$ cat src/hw/rtl/circle_pair_collision_resolve_macros.svh
// Assertion helpers for the circle pair collision block.
`ifndef CIRCLE_PAIR_COLLISION_RESOLVE_MACROS_SVH
`define CIRCLE_PAIR_COLLISION_RESOLVE_MACROS_SVH
`ifndef SYNTHESIS
`define CPCR_ASSERT_IMP(label, clk, rst, ante, cons) \
   label: assert property (@(posedge clk) disable iff (rst) (ante) |-> (cons)) \
      else $error("assertion failed");
`define CPCR_ASSERT_NEXT(label, clk, rst, ante, cons) \
   label: assert property (@(posedge clk) disable iff (rst) (ante) |=> (cons)) \
      else $error("assertion failed");
`else
`define CPCR_ASSERT_IMP(label, clk, rst, ante, cons)
`define CPCR_ASSERT_NEXT(label, clk, rst, ante, cons)
`endif
`endif

$ cat src/hw/rtl/cpcr_pkg.sv
package cpcr_pkg;

   typedef struct packed {
      logic hit;
      logic coincident;
   } cpcr_class_type;

   typedef struct packed {
      logic empty;
      logic full;
   } cpcr_qstat_type;

endpackage

$ cat src/hw/rtl/cpcr_queue.sv
module cpcr_queue #(
   parameter int WIDTH = 8,
   parameter int DEPTH = 4
) (
   input  logic                     clock,
   input  logic                     reset,
   input  logic                     push,
   input  cpcr_pkg::cpcr_class_type push_class,
   input  logic [WIDTH-1:0]         push_data,
   input  logic                     pop,
   output cpcr_pkg::cpcr_class_type head_class,
   output logic [WIDTH-1:0]         head_data,
   output cpcr_pkg::cpcr_qstat_type stat
);
   import cpcr_pkg::*;

   localparam int AW = (DEPTH > 1) ? $clog2(DEPTH) : 1;
   localparam int CW = $clog2(DEPTH + 1);

   logic [WIDTH-1:0] data_ff [DEPTH];
   cpcr_class_type   class_ff [DEPTH];
   logic [AW-1:0]    wr_ff, rd_ff;
   logic [CW-1:0]    count_ff;

   always_ff @(posedge clock) begin
      if (reset) begin
         wr_ff    <= '0;
         rd_ff    <= '0;
         count_ff <= '0;
      end else begin
         if (push) begin
            wr_ff <= (wr_ff == AW'(DEPTH - 1)) ? '0 : wr_ff + 1'b1;
         end
         if (pop) begin
            rd_ff <= (rd_ff == AW'(DEPTH - 1)) ? '0 : rd_ff + 1'b1;
         end
         count_ff <= count_ff + CW'(push) - CW'(pop);
      end
   end

   always_ff @(posedge clock) begin
      if (push) begin
         data_ff[wr_ff]  <= push_data;
         class_ff[wr_ff] <= push_class;
      end
   end

   assign head_data  = data_ff[rd_ff];
   assign head_class = class_ff[rd_ff];
   assign stat.empty = count_ff == '0;
   assign stat.full  = count_ff == CW'(DEPTH);

endmodule

$ cat config.mk
export PLATFORM = sky130hd
export DESIGN_NAME = cpcr_queue
export DESIGN_NICKNAME = d
export VERILOG_FILES = /design/src/hw/rtl/circle_pair_collision_resolve_macros.svh /design/src/hw/rtl/cpcr_pkg.sv /design/src/hw/rtl/cpcr_queue.sv
export SDC_FILE = /design/constraint.sdc
export NUM_CORES = 1
export LEC_CHECK = 0
export ABC_AREA = 1
export BUFFER_PORTS_ARGS = -buffer_cell sky130_fd_sc_hd__buf_2
export CAP_MARGIN = 10
export CORE_ASPECT_RATIO = 0.75
export CORE_MARGIN = 2
export CORE_UTILIZATION = 40
export DETAILED_ROUTE_END_ITERATION = 6
export GPL_ROUTABILITY_DRIVEN = 0
export SETUP_SLACK_MARGIN = 0.2
export SLEW_MARGIN = 20
export SYNTH_ARGS = -nofsm -noshare
export SYNTH_HDL_FRONTEND = slang
export SYNTH_SLANG_ARGS = --single-unit
$ cat constraint.sdc
create_clock -name clock -period 1.9 [get_ports clock]
set_clock_uncertainty 0.1 [all_clocks]
set_input_delay 0.19 -clock clock [delete_from_list [all_inputs] [get_ports clock]]
set_output_delay 0.19 -clock clock [all_outputs]
set_load 0.02 [all_outputs]
==> results of run 1 <==
## what timing repair did
item | in CTS | in global routing
cloned | 0 | 1
endpoints found under the setup margin | 1 | 3
resized for setup | 1 | 1
hold endpoints to repair | 0 | 0
pin swaps | 0 | 3
## stage by stage
stage	hold slack [ns]	cell area [µm²]	setup slack, ns
floorplan	0.1597	2117	0.2933
global placement	0.3000	2306	0.2799
CTS	0.002782	2415	0.2218
detailed placement	0.3099	2306	0.2069
finish	0.01003	2442	0.2878
global route	0.009005	2442	0.2208
## kinds of logic (layout without fill, tap and decap cells)
family                     count (synthesis)  in the layout  synth area share (%)
DFF                                       49             49                 65.25
adders and majority gates                  8              8                 5.083
and+or+nand+nor                           41             41                 7.682
buffers and inverters                     42             71                 8.806
AOI/OAI and AO/OA                         34             34                 12.77
xor gates and xnor gates                   1              1                0.4138
## layout by cell type, fill, tap and decap left out
cell        n
nand3_1     1
dfxtp_1     7
inv_1      35
clkbuf_1    1
ha_2        1
bufinv_16   1
dfxtp_2     2
fa_1        1
buf_12      1
o211ai_1   10
clkinv_2    1
nor3_2      1
o21ai_0     1
a21oi_2    10
a21oi_1     3
o21ai_2    10
nor3_1      1
ha_1        6
buf_4       1
nor2_1      9
buf_2      25
nand2_1    29
clkbuf_16   1
xnor2_1     1
edfxtp_1   40
clkbuf_8    5
## Yosys cell counts (all sizes together)
cell type  instances  area [µm²]
inv               35       131.4
fa                 1       20.02
a21oi             13       102.6
nor3               2       15.01
nand2             29       108.9
edfxtp            40        1201
ha                 7       87.58
buf                7       55.05
o211ai            10       75.07
nand3              1       5.000
o21ai             11       92.58
nor2               9       33.78
xnor2              1       8.760
dfxtp              9       180.2
## area by class of cell
type | count | area (µm²)
timing repair buffer | 28 | 177.7
clock inverter | 2 | 35.03
tap | 72 | 90.09
clock buffer | 6 | 72.57
multi-input combinational | 84 | 551.8
inverter | 35 | 131.4
sequential | 49 | 1384
fill | 447 | 2540
## metal layers
| metal | GRT usage, % | share of wire [%] |
|---|---|---|
| met5 | 0 | 0 |
| met4 | 5.192 | 0.94 |
| met3 | 3.222 | 3.5 |
| met2 | 22.44 | 52 |
| met1 | 16.56 | 44 |
## sequential cells by signal, indices dropped and copies added (netlist names), named ones only
name / cells
rd_ff: 2
class_ff: 8
count_ff: 3
data_ff: 32
wr_ff: 2
## power by group
| part | switching [mW] | internal (mW) |
|---|---|---|
| combinational | 0.252 | 0.145 |
| sequential | 0.0334 | 1.23 |
| clock | 0.319 | 0.391 |
## worst paths after layout
kind | from | endpoint | slack, ns | depth (start not counted)
min | push_data[2] | data_ff[3][2]$_DFFE_PP_ | 0.01 | 1
max reg2reg | count_ff[0]$_SDFF_PP0_ | count_ff[2]$_SDFF_PP0_ | 0.29 | 7
min reg2reg | rd_ff[0]$_SDFFE_PP0P_ | flop | 0.42 | 2
max | count_ff[0]$_SDFF_PP0_ | count_ff[2]$_SDFF_PP0_ | 0.29 | 7
## worst max-delay path: stages (launching register included)
cell and delay, ns:
dfxtp_2 0.34, inv_1 0.04, ha_1 0.27, inv_1 0.04, ha_2 0.16, fa_1 0.37, a21oi_1 0.13, nor2_1 0.06
==> results by stage, run 1 <==
Floorplan:
- The boundary pin count is 26.
- The die width is approximately 88 µm.
- The standard cell core area is between 0.004 and 0.005 mm².
- The initial standard-cell utilization of the core is 42.49%.
- The row count is 22.
- The total die area is 0.005897 mm².
- The height of the die is 67.01 µm.

Critical path:
- The worst setup path is launched from a flop.
- For the worst setup path, the data required time is approximately 2.0 ns.
- For the worst setup path, the data arrival time is roughly 1.7 ns.
- The worst setup path is of the flop to flop kind.
- The nature of the critical path endpoint is a flop.
- Along the worst path, the maximum fanout reaches 3.

Pwr:
- Dividing total power by cell area gives a power density of roughly 970 mW/mm².
- The design draws ~2.4 mW.
- The leakage power is just over 1 nW.
- The peak ir drop on the vdd network is ~450 µV.

Placed design:
- In this run, placement finished with an instance count of 267.
- After legalization and detailed placement, the total HPWL measured 2402 µm.
- The number of buffers inserted by port buffering is 25.

Clock network:
- No sink is reached through more buffers than the 2 on the longest clock path.
- TritonCTS built the clock tree.
- The number of buffers created by CTS is 5.
- The number of setup buffers added after CTS is 0.
- The clock slew seen by the registers of the worst setup and hold paths is about 0.08 ns.
- The clock insertion delay at the later pin of the skew report is approximately 0.29 ns.
- The total of hold buffers inserted after clock tree synthesis is 0.
- The clock tree synthesis step divided the H-tree into 2 levels.
- The tree is rooted in a clkbuf_8.
- Clock tree synthesis found a total of 49 sinks.

Logic synthesis:
- The average footprint of a synthesized cell is ~12 µm².
- The number of synthesized register bits is 49.
- The total number of yosys warnings is 0.
- The netlist uses 19 different library cells.
- Counting every instance in the synthesized netlist gives approximately 180.
- The sequential element share of the synthesized area is 65.25%.
- The net count after synthesis is approximately 200.
- The total standard cell area after synthesis is around 0.0021 mm².

Finish:
- The number of standard cells in the layout, taps in and fillers out is 276.
- At the end of the flow the core is filled with cells to between 40% and 50%.
- The share of final-layout standard cells stronger than drive strength 1 is ~29%.
- The net count of the finished layout is 225.
- The total inserted antenna cells is 0.
- The layout overhead on the synthesized area is 15.37%.

Timing:
- The worst slew slack as a fraction of its limit is ~65%.
- The number of failing setup endpoints in the final timing report is 0.
- The number of pins with negative max-slew slack in the final report is 0.
- The slew at the pin closest to its max-slew limit is approximately 0.53 ns.
- The number of failing hold endpoints at the final stage was 0.
- Setup repair after global routing left no endpoint under its margin.
- Summed over all failing endpoints, the final setup total negative slack is 0 ns.
- The time the worst path needs with I/O delays and setup is around 1.6 ns.
- Based on the critical path, the design can be clocked at up to 620.3 MHz.
- The fraction of the cycle the final worst path needs is 84.85%.

Routing:
- The DRC marker count from the first detailed-route iteration is 50.
- Using the TritonRoute via totals, the vias-per-cell ratio works out to 4.609.
- After detailed routing, the average wire length per cell comes to between 10 and 15 µm.
- The number of detailed-routing iterations run before antenna repair is 4.
- The number of vias in the routed layout is between 1000 and 1500.
- In this run the remaining antenna-violating nets after routing total 0.
- The total wire length is 3616 µm.
- In the routed design, unresolved DRC markers number 0.

Flow run:
- Max-cap violations in this run came to 0.

Global routing:
- Across every metal layer, demand over resource in global routing totals around an eighth.
- Entering global routing, the biggest net connects 41 pins.
- The number of antenna violations at the first check in global routing was 0.
- The aggregate global routing overflow is 0.
- The first-pass GRT wire length is 5727 µm.
- The via count of the first global-routing pass is 1200.

Outcome:
- The run finished with clean final reports.

Worst hold path:
- The type of the tightest min-delay check is primary input to flop.
No activity file was read; power rests on OpenSTA's default activity.
==> inputs of run 2 (changes only) <==
clock period = 1.6 ns   (was 1.9 ns; I/O delays follow)
==> run 2 against run 1 <==
  * Register-to-register slack worse by 0.27 ns
  * Flip-flop and latch count is the same
  * Setup slack worse by 0.27 ns
  * Global-route usage increased by 0.68 points
  * First-iteration DRC count decreased by 28%
  * Core utilization increased by 5.2 points
  * Die area is the same
  * Critical path type unchanged
  * Via count is 3.8% higher
  * Wire length is 0.61% lower
==> results by stage, run 2 (synthesis results as in run 1) <==
Critical path:
- The worst setup path is of the flop to flop kind.
- The arrival time at the worst endpoint is 1.73 ns (+0.03 ns).
- The slowest stage of the critical path is the fa_2 cell.
- The dominant delay contributor by cell family on the critical path is adder cells.
- The worst register-to-register path begins at count_ff[0]$_SDFF_PP0_.
- The largest fanout of any net on the critical path is 2 (-1).
- The combined buffer and inverter count along the critical path is 3 (+1).
- STA classifies the critical path endpoint as a flop.
- The worst reg2reg path endpoint is count_ff[1]$_SDFF_PP0_.
- The count of cells along the worst register-to-register path is 7 (unchanged).
- The largest stage delay on the critical path is 0.51 ns (+0.14 ns).
- Walking the worst path, the cells encountered are inv_2, ha_4, inv_2, ha_4, fa_2, inv_1, nor2_1.
- The setup slack of the worst register-to-register path is 0.02 ns (-0.27 ns).
- The required time at the worst-slack endpoint came to 1.75 ns (-0.24 ns).
- STA classifies the critical path startpoint as a flop.

Finish:
- The multi-input logic area is 608.1 µm² (+10%).
- The number of flip-flops under the largest register name was 32 (unchanged).
- The area taken by flip-flops and latches is 0.001386 mm² (+0.18%).
- Leaving out fill and tap cells, the most frequent cells in the layout are edfxtp_1, inv_1, nand2_1.
- The total inserted antenna cells came to 0 (unchanged).
- The net count of the finished layout is 241 (+7.1%).
- The layout overhead on the synthesized area is 27.72%.
- The share of final-layout standard cells stronger than drive strength 1 is 34.55% (+5.6 points).
- The number of standard cells in the layout, taps in and fillers out is 292 (+5.8%).
- Leaving out fill and tap cells, the most frequent cell in the layout is edfxtp_1.
- The largest registers in the layout are data_ff: 32 flops, class_ff: 8 flops, count_ff: 3 flops.
- The register name with the most flops is data_ff.
- The fill cell total of the finished layout is 418 (-6.5%).

Routing:
- The number of detailed-routing iterations run before antenna repair was 4 (unchanged).
- The wire length on met1 is 1512 µm (-4.7%).
- The sum of met2 wire segment lengths after detailed routing is 1858 µm (-0.43%).
- The DRC marker count from the first detailed-route iteration is 36 (-28%).
- The remaining routing DRC violations is 0 (unchanged).
- The post-route antenna net violation count was 0 (unchanged).
- The number of vias per cell after detailed routing came to 4.521 (-1.9%).
- The average wire length per cell after detail routing is 12.31 µm (-6.1%).
- The sum of met3 wire segment lengths after detailed routing was 127 µm (-0.78%).
- The number of vias in the routed layout is 1320 (+3.8%).
- The highest metal layer with signal wires is met4.
- The total wire length came to 3594 µm (-0.61%).

Floorplan:
- The total die area is 0.005897 mm² (unchanged).
- The die width was 88.01 µm (unchanged).
- The initial standard-cell utilization of the core was 42.49% (unchanged).
- The boundary pin count is 26 (unchanged).
- The height of the die is 67.01 µm (unchanged).
- The standard cell core area came to 0.004982 mm² (unchanged).
- The row count is 22 (unchanged).

Clock network:
- The maximum level of the CTS H-tree was 2 (unchanged).
- The clock sink total came to 49 (unchanged).
- The clock insertion delay at the later pin of the skew report was 0.30 ns (about the same).
- The clock slew seen by the registers of the worst setup and hold paths came to 0.09 ns (about the same).
- The TritonCTS clock tree is done.
- The cell chosen for the clock root is clkbuf_8.
- The number of buffers created by CTS is 5 (unchanged).
- The buffer levels on the longest clock path is 2 (unchanged).

Global routing:
- The global routing usage summed across all routing layers is 14.01% (+0.68 points).
- The first-pass GRT wire length is 5927 µm (+3.5%).
- The via count of the first global-routing pass is 1257 (+4.8%).
- The maximum number of pins on one net before global-route repair is 21 (-49%).
- The aggregate global routing overflow is 0 (unchanged).
- The number of antenna violations at the first check in global routing is 0 (unchanged).

Timing:
- The slew at the pin closest to its max-slew limit was 0.1778 ns (-0.3481 ns).
- The upper clock frequency limit is 632.8 MHz (+2.0%).
- The worst slew slack as a fraction of its limit came to 88.06% (+23 points).
- The number of pins with negative max-slew slack in the final report is 0 (unchanged).
- The final hold slack was 0.002943 ns (-0.007091 ns).
- The fraction of the cycle the final worst path needs is 98.76% (+14 points).
- The number of failing hold endpoints at the final stage came to 0 (unchanged).
- The time the worst path needs with I/O delays and setup was 1.580 ns (-0.03201 ns).
- The number of failing setup endpoints in the final timing report came to 0 (unchanged).
- Setup repair after global routing could not meet its margin everywhere.

Pwr:
- The leakage power is 1.107 nW (+9.0%).
- The sequential fraction of design power came to 50.7% (-2.6 points).
- The peak ir drop on the vdd network is 469.2 µV (+3.5%).
- The internal power summed over all cells is 2.192 mW (+24%).
- The overall power consumption is 2.972 mW (+25%).
- The portion of total power attributed to the clock network is 28.5% (-1.4 points).
- The total net switching power is 0.7797 mW (+29%).
- The total power divided by cell area is 1099 mW/mm² (+13%).
- The switching share of power came to 26.23% (+0.75 points).
- The part of the total power dissipated in combinational logic is 20.8% (+4.1 points).

Outcome:
- The run finished with clean final reports.

Placed design:
- The number of buffers inserted by port buffering was 25 (unchanged).
- The placed instance count is 271 (+1.5%).
- The detailed-placement wirelength estimate came to 2405 µm (+0.15%).

Flow run:
- The number of max-cap violations was 0 (unchanged).

Worst hold path:
- The path with the worst hold slack has its endpoint at count_ff[0]$_SDFF_PP0_.
- The min-delay analysis places its worst path in the category primary input to flop.
- The cell count of the worst hold path is 2 (+1).
- The worst hold path begins at reset.
[run 2: changes by cell type in the layout (fill, tap and decap cells not counted), sizes merged]
cell,delta
clkbuf,-2
buf,+7
dlygate4sd3,+10
clkinvlp,+1
[run 2: power by group through the flow]
stage	Combinational (mW)	Sequential (mW)	Clock, mW
after floorplan	0.338	1.52	0
after global placement	0.460	1.53	0
after detailed placement	0.493	1.53	0
after CTS	0.577	1.51	0.877
after global routing	0.679	1.52	0.916
final	0.618	1.51	0.847
[run 2: stage by stage]
stage	area (µm²)	worst slack (ns)	util, %	TNS, ns
2_1_floorplan	2123	0.03658	-	0
3_3_place_gp	2355	0.02385	47.26	0
3_5_place_dp	2355	-0.04979	47.26	-0.06134
4_1_cts	2644	-0.02100	53.06	-0.02100
5_1_grt	2704	-0.02475	54.27	-0.04990
6_report	2704	0.01983	54.27	0
[run 2: worst max path at each step]
stage / from / to / slack, ns / cells after the start
floorplan: count_ff[0]$_SDFF_PP0_ / count_ff[1]$_SDFF_PP0_ / 0.04 / 7
global placement: count_ff[0]$_SDFF_PP0_ / count_ff[1]$_SDFF_PP0_ / 0.02 / 7
detailed placement: count_ff[0]$_SDFF_PP0_ / count_ff[1]$_SDFF_PP0_ / -0.05 / 7
CTS: count_ff[0]$_SDFF_PP0_ / count_ff[1]$_SDFF_PP0_ / -0.02 / 7
global route: flop / head_data[7] / -0.02 / 4
finish: count_ff[0]$_SDFF_PP0_ / count_ff[1]$_SDFF_PP0_ / 0.02 / 7
[run 2: cell type report]
type / count / area share (%)
repair buffers: 44 / 13.98
clock inverters: 3 / 1.527
well taps: 72 / 3.332
inverters: 35 / 4.859
flip-flops and latches: 49 / 51.27
clock buffers: 5 / 2.545
multi-input cells: 84 / 22.49
[run 2: worst register-to-register path: stages, from the launching register on]
cell and delay [ns]:
dfxtp_2 0.34, inv_2 0.05, ha_4 0.25, inv_2 0.04, ha_4 0.15, fa_2 0.51, inv_1 0.04, nor2_1 0.06
[run 2: per-layer routing]
layer	GRT usage [%]	vias to the layer above
met2	24.91	23
met1	15.09	620
met5	0	-
met4	7.692	0
met3	3.841	9
li1	-	668
[run 2: repair_timing]
| action | 4_1_cts | 5_1_grt |
|---|---|---|
| pin swaps | 3 | 7 |
| hold buffers | 10 | 0 |
| endpoints found under the setup margin | 13 | 13 |
| resized for setup | 13 | 16 |
| gates cloned | 1 | 0 |
| endpoints found under the hold margin | 42 | 0 |
| buffers inserted | 1 | 1 |
==> inputs of run 3 (changes only) <==
REMOVE_ABC_BUFFERS = 1   (was not set)
==> run 3 against run 2 <==
  * Critical path depth unchanged
  * Wire length up 16%
  * Largest cell class unchanged
  * Critical endpoint unchanged
  * Clock power shrank 2%
  * Design area rose by 5.9%
==> results by stage, run 3 (synthesis results as in run 1) <==
Worst hold path:
- The hold path startpoint is reset.
- The cell count of the worst hold path was 2 (unchanged).
- The tightest min-delay check is of the primary input to flop type.

Timing:
- The upper clock frequency limit is 627.7 MHz (-0.82%).
- The number of failing setup endpoints in the final timing report was 0 (unchanged).
- The slew at the pin closest to its max-slew limit is 0.1720 ns (-0.005769 ns).
- The setup TNS is 0 ns (unchanged).
- The number of pins with negative max-slew slack in the final report is 0 (unchanged).
- The time the worst path needs with I/O delays and setup came to 1.593 ns (+0.01307 ns).
- Setup repair after global routing could not meet its margin everywhere.
- The fraction of the cycle the final worst path needs is 99.58% (+0.82 points).
- The number of failing hold endpoints at the final stage is 0 (unchanged).
- The worst slew slack as a fraction of its limit was 88.45% (+0.39 points).
- The final worst-path setup slack is 0.006760 ns (-0.01307 ns).

Floorplan:
- The die width came to 88.01 µm (unchanged).
- The total die area came to 0.005897 mm² (unchanged).
- The row count is 22 (unchanged).
- The boundary pin count came to 26 (unchanged).
- The initial standard-cell utilization of the core is 42.49% (unchanged).
- The standard cell core area is 0.004982 mm² (unchanged).
- The height of the die is 67.01 µm (unchanged).

Global routing:
- The maximum number of pins on one net before global-route repair is 21 (unchanged).
- The first-pass GRT wire length is 6996 µm (+18%).
- The global routing usage summed across all routing layers came to 16.56% (+2.6 points).
- The via count of the first global-routing pass was 1508 (+20%).
- The aggregate global routing overflow is 0 (unchanged).
- The number of antenna violations at the first check in global routing is 0 (unchanged).

Critical path:
- The largest fanout of any net on the critical path came to 2 (unchanged).
- The critical path is of the flop to flop type.
- The largest stage delay on the critical path is 0.52 ns (about the same).
- The cell family contributing the most delay on the critical path is adder cells.
- The path length in cells of the critical path is 7 (unchanged).
- STA classifies the critical path startpoint as a flop.
- The combined buffer and inverter count along the critical path was 3 (unchanged).
- On the critical path, the stage with the largest delay is an instance of fa_2.
- The cell repeated most along the worst path is inv_2.
- The nature of the critical path endpoint is a flop.
- The setup slack of the worst register-to-register path came to 0.007 ns (about the same).
- The arrival time at the worst endpoint is 1.74 ns (about the same).
- The start point of the critical path is count_ff[0]$_SDFF_PP0_.
- Traced cell by cell, the critical path runs through inv_2, ha_4, inv_2, ha_4, fa_2, inv_2, nor2_1.
- The count of cells along the worst register-to-register path came to 7 (unchanged).
- The required time at the worst-slack endpoint is 1.75 ns (about the same).
- The startpoint of the worst-slack reg-to-reg timing path is count_ff[0]$_SDFF_PP0_.

Clock network:
- The buffer levels on the longest clock path is 2 (unchanged).
- The clock slew seen by the registers of the worst setup and hold paths is 0.09 ns (about the same).
- The number of buffers created by CTS is 5 (unchanged).
- CTS placed an instance of clkbuf_8 at the clock tree root.
- The clock insertion delay at the later pin of the skew report is 0.29 ns (about the same).
- The clock sink total is 49 (unchanged).
- The TritonCTS clock tree is done.
- The number of setup buffers added after CTS is 0 (-1).
- The maximum level of the CTS H-tree is 2 (unchanged).

Finish:
- The number of flip-flops under the largest register name is 32 (unchanged).
- The fill cell total of the finished layout is 417 (-0.24%).
- The register with the most flip-flops in the final layout is data_ff.
- The largest registers in the layout are data_ff: 32 flops, class_ff: 8 flops, count_ff: 3 flops.
- The area taken by flip-flops and latches is 0.001386 mm² (unchanged).
- In the layout the commonest cells are edfxtp_1, inv_1, nand2_1.
- The share of final-layout standard cells stronger than drive strength 1 came to 36.16% (+1.6 points).
- The library cell used most frequently in the layout, excluding fill and tap cells, is edfxtp_1.
- The multi-input logic area is 630.6 µm² (+3.7%).
- The net count of the finished layout is 245 (+1.7%).
- The total inserted antenna cells is 0 (unchanged).
- The layout overhead on the synthesized area is 35.22%.

Pwr:
- The overall power consumption came to 3.022 mW (+1.7%).
- The peak ir drop on the vdd network is 530.8 µV (+13%).
- The total power divided by cell area is 1056 mW/mm² (-3.9%).
- The leakage power came to 1.170 nW (+5.6%).

Routing:
- The DRC marker count from the first detailed-route iteration is 57 (+58%).
- The remaining routing DRC violations is 0 (unchanged).
- The total wire length is 4185 µm (+16%).
- The average wire length per cell after detail routing is 14.14 µm (+15%).
- The number of vias per cell after detailed routing is 4.720 (+4.4%).
- The number of detailed-routing iterations run before antenna repair is 5 (+1).
- The post-route antenna net violation count is 0 (unchanged).
- The number of vias in the routed layout came to 1397 (+5.8%).

Placed design:
- The worst setup slack after placement came to -0.07911 ns (-0.02932 ns).
- The number of buffers inserted by port buffering is 25 (unchanged).
- The detailed-placement wirelength estimate is 2384 µm (-0.91%).

Outcome:
- The run finished with clean final reports.

Flow run:
- The number of max-cap violations is 0 (unchanged).
## run 3: layout make-up
| cell class | instances | share of cell area (%) |
|---|---|---|
| Tap cell | 72 | 3.147 |
| Timing Repair Buffer | 48 | 17.92 |
| Multi-Input combinational cell | 84 | 22.03 |
| Clock buffer | 8 | 3.890 |
| Sequential cell | 49 | 48.43 |
| Inverter | 35 | 4.589 |
## run 3: final timing paths
path | to
setup / recovery | count_ff[1]$_SDFF_PP0_
hold / removal | wr_ff[0]$_SDFFE_PP0P_
setup reg to reg | count_ff[1]$_SDFF_PP0_
hold reg to reg | flop
## run 3: routing by layer
metal | wire, µm | up-vias | part of all wire [%] | track usage (%)
li1 | - | 678 | - | -
met1 | 1775 | 675 | 42 | 18.78
met2 | 2190 | 39 | 52 | 30.78
met3 | 184 | 5 | 4.4 | 4.213
met4 | 35 | 0 | 0.84 | 4.615
met5 | 0 | - | 0 | 0
## run 3: per-stage QoR
step	cells	hold slack, ns	area, µm²	util [%]
floorplan	168	0.1297	2062	-
global placement	273	0.2680	2401	48.19
detailed placement	273	0.2790	2401	48.19
CTS	296	0.007639	2858	57.36
global route	296	0.02524	2863	57.46
finish	296	0.01348	2863	57.46
## run 3: what timing repair did
| action | in CTS | in global routing |
|---|---|---|
| endpoints found under the setup margin | 12 | 13 |
| hold endpoints to repair | 41 | 0 |
| pin swaps | 12 | 7 |
| cloned | 3 | 0 |
| gates resized for setup | 41 | 4 |
| hold buffers | 12 | 0 |
## run 3: report_power, final
group | switching [mW] | leakage, nW | internal [mW]
Sequential | 0.0483 | 0.443 | 1.46
Clock | 0.387 | 0.0566 | 0.447
Combinational | 0.361 | 0.670 | 0.318
Total | 0.796 | 1.17 | 2.23
